[config.mk]
export PLATFORM = sky130hd
export DESIGN_NAME = gfba_cmd_queue
export DESIGN_NICKNAME = d
export VERILOG_FILES = /design/src/design/grouped_free_block_allocator_unit_assert.svh /design/src/design/gfba_pkg.sv /design/src/design/gfba_cmd_queue.sv
export SDC_FILE = /design/constraint.sdc
export NUM_CORES = 1
export LEC_CHECK = 0
export ABC_AREA = 1
export BUFFER_PORTS_ARGS = -buffer_cell sky130_fd_sc_hd__buf_2
export CELL_PAD_IN_SITES_DETAIL_PLACEMENT = 0
export CELL_PAD_IN_SITES_GLOBAL_PLACEMENT = 1
export CORE_ASPECT_RATIO = 2
export CORE_MARGIN = 8
export CORE_UTILIZATION = 39
export CTS_CLUSTER_DIAMETER = 40
export CTS_CLUSTER_SIZE = 25
export DETAILED_ROUTE_END_ITERATION = 7
export GPL_TIMING_DRIVEN = 0
export PLACE_DENSITY = 0.81
export RECOVER_POWER = 100
export SYNTH_ARGS = -nofsm -noshare
export SYNTH_HDL_FRONTEND = slang
export SYNTH_SLANG_ARGS = --single-unit
export TNS_END_PERCENT = 30
[constraint.sdc]
create_clock -name clk -period 2.1 [get_ports clk]
set_clock_uncertainty 0.2 [all_clocks]
set_input_delay 0.21 -clock clk [delete_from_list [all_inputs] [get_ports clk]]
set_output_delay 0.21 -clock clk [all_outputs]
set_load 0.01 [all_outputs]
[src/design/grouped_free_block_allocator_unit_assert.svh]
// ----------------------------------------------------------------------------
// Assertion macros for the grouped free block allocator
// Immediate-style wrappers around concurrent checks, clocked on clk and
// disabled while rst_n is low.
// ----------------------------------------------------------------------------
`ifndef GROUPED_FREE_BLOCK_ALLOCATOR_UNIT_ASSERT_SVH
`define GROUPED_FREE_BLOCK_ALLOCATOR_UNIT_ASSERT_SVH

// Condition that must hold at every clock edge out of reset
`define GFBA_ASSERT_ALWAYS(lbl, cond, msg) \
    lbl: assert property (@(posedge clk) disable iff (!rst_n) (cond)) else $error(msg);

// Antecedent (may be a sequence) implies consequent in the same cycle
`define GFBA_ASSERT_IMPL(lbl, ante, cons, msg) \
    lbl: assert property (@(posedge clk) disable iff (!rst_n) (ante) |-> (cons)) \
        else $error(msg);

`endif

[src/design/gfba_pkg.sv]
// ----------------------------------------------------------------------------
// gfba_pkg
// Types, constants and codes shared by the grouped free block allocator.
// ----------------------------------------------------------------------------
`default_nettype none

package gfba_pkg;

    localparam int BLK_NUM_W      = 11;
    localparam int GROUP_SIZE_DEF = 100;
    localparam int NUM_BLOCKS_DEF = 2048;
    localparam int QUEUE_DEPTH    = 2;
    // wide enough for a stack count at the largest group size
    localparam int CNT_MAX_W      = 9;

    localparam logic MODE_ALLOC   = 1'b0;
    localparam logic MODE_FREE    = 1'b1;
    localparam logic STATUS_OK    = 1'b0;
    localparam logic STATUS_EMPTY = 1'b1;

    typedef struct packed {
        logic                 mode;
        logic [BLK_NUM_W-1:0] blk_num;
    } in_item_t;

    typedef struct packed {
        logic [BLK_NUM_W-1:0] block_address;
        logic                 status;
    } out_item_t;

    typedef enum logic [1:0] {
        OP_ALLOC,
        OP_FREE,
        OP_NOP
    } gfba_op_t;

    typedef struct packed {
        gfba_op_t             op;
        logic [BLK_NUM_W-1:0] blk;
    } gfba_cmd_t;

    typedef enum logic [1:0] {
        ST_IDLE,
        ST_POP,
        ST_LOAD,
        ST_SPILL
    } gfba_state_t;

    typedef struct packed {
        gfba_state_t          state;
        logic [CNT_MAX_W-1:0] count;
    } gfba_status_t;

endpackage

`default_nettype wire

[src/design/gfba_cmd_queue.sv]
// ----------------------------------------------------------------------------
// gfba_cmd_queue
// Short queue of sorted commands between the front and the back.
// ----------------------------------------------------------------------------
`default_nettype none

module gfba_cmd_queue (
    input  wire logic                clk,
    input  wire logic                rst_n,
    input  wire logic                push_valid,
    output logic                     push_ready,
    input  gfba_pkg::gfba_cmd_t      push_cmd,
    output logic                     pop_valid,
    input  wire logic                pop_ready,
    output gfba_pkg::gfba_cmd_t      pop_cmd
);
    import gfba_pkg::*;

    localparam int PTR_W = $clog2(QUEUE_DEPTH);
    localparam int LVL_W = $clog2(QUEUE_DEPTH + 1);

    gfba_cmd_t          slot_reg [QUEUE_DEPTH];
    logic [PTR_W-1:0]   wr_ptr_reg;
    logic [PTR_W-1:0]   wr_ptr_next;
    logic [PTR_W-1:0]   rd_ptr_reg;
    logic [PTR_W-1:0]   rd_ptr_next;
    logic [LVL_W-1:0]   level_reg;
    logic [LVL_W-1:0]   level_next;
    logic               do_push;
    logic               do_pop;

    assign push_ready = (level_reg != LVL_W'(QUEUE_DEPTH));
    assign pop_valid  = (level_reg != '0);
    assign pop_cmd    = slot_reg[rd_ptr_reg];
    assign do_push    = push_valid && push_ready;
    assign do_pop     = pop_valid && pop_ready;

    always_comb
    begin
        wr_ptr_next = wr_ptr_reg;
        rd_ptr_next = rd_ptr_reg;
        level_next  = level_reg;
        if (do_push)
        begin
            wr_ptr_next = (wr_ptr_reg == PTR_W'(QUEUE_DEPTH - 1)) ? '0 : wr_ptr_reg + 1'b1;
        end
        if (do_pop)
        begin
            rd_ptr_next = (rd_ptr_reg == PTR_W'(QUEUE_DEPTH - 1)) ? '0 : rd_ptr_reg + 1'b1;
        end
        if (do_push && !do_pop)
        begin
            level_next = level_reg + 1'b1;
        end
        else if (do_pop && !do_push)
        begin
            level_next = level_reg - 1'b1;
        end
    end

    always_ff @(posedge clk or negedge rst_n)
    begin
        if (!rst_n)
        begin
            wr_ptr_reg <= '0;
            rd_ptr_reg <= '0;
            level_reg  <= '0;
        end
        else
        begin
            wr_ptr_reg <= wr_ptr_next;
            rd_ptr_reg <= rd_ptr_next;
            level_reg  <= level_next;
        end
    end

    always_ff @(posedge clk)
    begin
        if (do_push)
        begin
            slot_reg[wr_ptr_reg] <= push_cmd;
        end
    end

endmodule

`default_nettype wire

After elaboration in Yosys (flattened, before gate mapping)
Memories as Yosys holds them, arrays and structs flattened.
Index checks and enable logic that the tools add are counted.
Storage, ports and cells
  bits in registers: 4
  bits in writable memories: 26
  input bits: 17
  output and inout bits: 15
  word-level logic and storage cells: 23
  memories kept: 1
Memory list
  slot_reg: words 2, bits a word 13, read ports 1, clocked after memory_dff 0, write ports 1, RTL line gfba_cmd_queue.sv:22  | gfba_cmd_t slot_reg [QUEUE_DEPTH];
Cells by class
  $add $sub $neg: 4
  equality and inequality tests: 1
  muxes and demuxes: 6
  reductions and logical operators: 8
Operators by type and width (count)
  logical AND 1 bit: 4
  two-way mux 1 bit: 4
  two-way mux 2 bit: 2
  nonzero test 2 bit: 2
  adder 1 bit, second input constant: 2
  adder 2 x 1 -> 2 bit, second input constant: 1
  logical NOT 1 bit: 2
  inequality test 2 bit, second input constant: 1
  subtractor 2 x 1 -> 2 bit, second input constant: 1

Logic depth before layout (Yosys ltp)
  depth in word-level cells: 6
  depth in mapped cells: 10
  gate-level depth less buffers: 10

Worst setup path after synthesis
No wires, ideal clock.
  kind: flip-flop to flip-flop
  from: register level_reg[0]
  to: memory slot_reg[1][0] in the netlist's numbering (enable)
  library setup time: 0.382 ns
  data arrival time: 1.217 ns
  data required time: 1.518 ns
  setup slack: 0.301 ns
  cell stages (with the launch flop): 5
  buffers on the path: 0
  period minus slack after synthesis: 1.799 ns
  cells stage by stage: dfrtp_1 -> inv_2 -> nand2_1 -> nand2_2 -> nor2_1
Between the ends
  word-level cells in the longest chain between the ends: 4
RTL lines
  start: declaration: RTL line gfba_cmd_queue.sv:27  | logic [LVL_W-1:0] level_reg;
  start signal: assignment: RTL line gfba_cmd_queue.sv:73  | level_reg <= level_next;
  inequality test 2 bit: RTL line gfba_cmd_queue.sv:32  | assign push_ready = (level_reg != LVL_W'(QUEUE_DEPTH));
  net push_ready: RTL line gfba_cmd_queue.sv:11  | output logic push_ready,
  logical AND 1 bit: RTL line gfba_cmd_queue.sv:35  | assign do_push = push_valid && push_ready;
  two-way mux 1 bit: RTL line gfba_cmd_queue.sv:79  | if (do_push)
  two-way mux 1 bit (implied by the code): RTL line gfba_cmd_queue.sv:81  | slot_reg[wr_ptr_reg] <= push_cmd;
  end: declaration: RTL line gfba_cmd_queue.sv:22
The timed path passes the listed nets, and every way through them passes these cells.

==> results.py <==
metrics = {
    "pwr": {
        "power.density_nw_per_um2": 1300,
        "p_leak_nw": 0.676,
        "ir_drop_uv": 675,
    },
    "setup_path": {
        "cp_max_fo": 10,
        "cpMaxStageDelayCell": "dfrtp_1",
        "cp-start-kind": "flip-flop",
        "cp.required_ps": 1690,
        "cpPeakStageDelay_ps": 440,
        "arrival_ps": 1430,
        "worst_path_most_repeated_cell": "nand2_1",
        "critPathBufInv": 3,
        "cp_cell_sequence": "inv_1 -> clkbuf_2 -> nand2_1 -> nand2_1 -> clkbuf_1",
        "path_delay_family": "buffers and inverters",
        "end_kind": "output pin",
        "path_class": "reg2out",
    },
    "drt": {
        "vias": 835,
        "initialDrtViolationCount": 9,
        "ant_nets": 0,
        "route.detailed.drc": 0,
        "drtPass1Iterations": 4,
        "wirelength_microns": 2310,
        "wire_per_inst_microns": 12.8,
        "avgViaCountPerCell": 4.64,
    },
    "clock_tree": {
        "htree_num_levels": 2,
        "cts.sink_count": 30,
        "postCtsSetupBuffers": 0,
        "cts_tree": "done",
        "clockBufferDepth": 2,
        "cts.clk_slew.worst_paths_ps": 60,
        "cts_buffers": 5,
        "root_buffer": "clkbuf_8",
        "clk_latency_ps": 280,
    },
    "logic_synthesis": {
        "synth_seq_cells": 30,
        "synth-async-reset-ratio_pct": 13.3,
        "synthesis.area_sq_um": 1170,
        "postSynthAreaPerCell_sq_um": 12.1,
        "synth_top_cell_by_area": "edfxtp_1",
        "synthesis.nets": 114,
        "synth_top_area_share_pct": 67.0,
        "synth_ff_type": "edfxtp_1",
        "ys_seq_area_share_pct": 75.5,
        "yosysWarningCount": 0,
        "synth_cells": 96,
        "synth_common_cells": "nand2_1, edfxtp_1, inv_1, dfrtp_1",
        "netlist_top_cells_area": "edfxtp_1, nand2_1, dfrtp_1",
        "synth_most_common_cell": "nand2_1",
        "synth_cell_types": 14,
        "synth_edf_count": 26,
    },
    "sta": {
        "rsz0062_at_grt": "no",
        "period_needed_ps": 1840,
        "drv_slew": 0,
        "fmax_ghz": 0.543,
        "hold-worst-slack_ps": 102,
        "setup-violations-final": 0,
        "fin_crit_sh_pct": 87.8,
        "maxSlewHeadroom_pct": 55.4,
        "fin_tns_setup_ps": 0,
        "hold_viol": 0,
        "tightest_slew_ps": 668,
    },
    "grt": {
        "grt-ovfl-total": 0,
        "grt_max_degree": 14,
        "grt_antenna_before_repair": 0,
        "grt_usage_pct": 10.5,
        "grt_pass1_wl_microns": 3850,
        "grt_pass1_vias": 900,
    },
    "hold_path": {
        "hold_path.class": "in2async",
    },
    "job": {
        "maxCapViolCount": 0,
    },
    "final_layout": {
        "multi_input_area_sq_um": 243,
        "n_antenna_cell": 0,
        "syn_to_final_growth_pct": 34.8,
        "largest_reg_flops": 26,
        "fill_cells": 279,
        "drive_above_1_share_pct": 14.7,
        "regArea_sq_um": 881,
        "layout.nets": 167,
    },
    "floorplan": {
        "fp.coreArea_sq_um": 2910,
        "die-width_microns": 54.7,
        "dieArea_sq_um": 5100,
        "rows": 28,
        "ios": 32,
        "initial_core_util_pct": 40.1,
        "die_h_microns": 93.3,
    },
    "outcome": {
        "status": "finished, final reports clean",
    },
    "placed_design": {
        "io_buffers": 31,
        "dp_hpwl_microns": 1650,
        "place_congestion": 0.684,
    },
}
## report_power, final
part	internal, W	switching, W	total, W
Clock	0.000264	0.000204	0.000467
Combinational	0.000241	0.000444	0.000685
Sequential	0.000827	0.0000619	0.000889
Total	0.00133	0.000710	0.00204
## layer usage
layer	share of wire (%)	up-vias	track usage, %
met5	0	-	0
met4	2.5	0	7.02
met3	6.8	7	4.29
met2	55	21	17.8
met1	35	388	9.27
li1	-	419	-
## path summary, 6_finish.rpt
kind / startpoint / to / slack, ps / cells past startpoint
min in group clk: push_valid / wr_ptr_reg / 100 / 3
max reg2reg: level_reg[0] / slot_reg[1][9] / 330 / 4
min reg2reg: level_reg[0] / level_reg[0] / 300 / 1
max: rd_ptr_reg / pop_cmd[0] / 260 / 5
max in group asynchronous: rst_n / wr_ptr_reg / 1390 / 2
min: rst_n / rd_ptr_reg / 100 / 2
## cells by family after synthesis
logic type | share of synthesized area [%]
flops | 75.5
buf+inv | 3.86
simple gates | 18.0
fa+ha+maj | 1.07
xor+xnor | 1.50
## placed cells by master (no fill, tap or decap), drive strengths merged
cell and count:
xnor2 1, clkbuf 29, dlygate4sd3 15, inv 7, nand2 49, clkinv 1
nand3 2, xor2 1, ha 1, nor2 2, buf 11, dfrtp 4
nand4 1, edfxtp 26
## worst register-to-register path: cells and delay by family (launching register included)
kind,cells,cell delay (ps)
buf+inv,1,80
flops,1,380
simple gates,3,740
## metrics by stage
step	total power, W	instances	utilization (%)	setup WS [ps]	area, sq um
4_1_cts	0.00212	180	55.1	48.1	1600
2_1_floorplan	0.00135	96	-	301	1170
5_1_grt	0.00220	180	54.0	131	1570
3_5_place_dp	0.00163	157	46.7	2.14	1360
6_report	0.00204	180	54.0	257	1570
3_3_place_gp	0.00159	157	46.7	102	1360
## repair_timing
item	4_1_cts	5_1_grt
pin swaps	0	0
endpoints found under the hold margin	31	0
hold buffers	15	0
resized for setup	1	1
setup endpoints to repair	13	13
## area by class of cell
type                            count  share of cell area [%]
Sequential cell                    30                    56.1
Timing Repair Buffer               46                    17.8
Multi-Input combinational cell     57                    15.4
Clock buffer                        7                    5.49
Tap cell                           30                    2.39
Inverter                            7                    1.67
Buffer                              2                   0.796
Clock inverter                      1                   0.318
No activity file was read; power rests on OpenSTA's default activity.
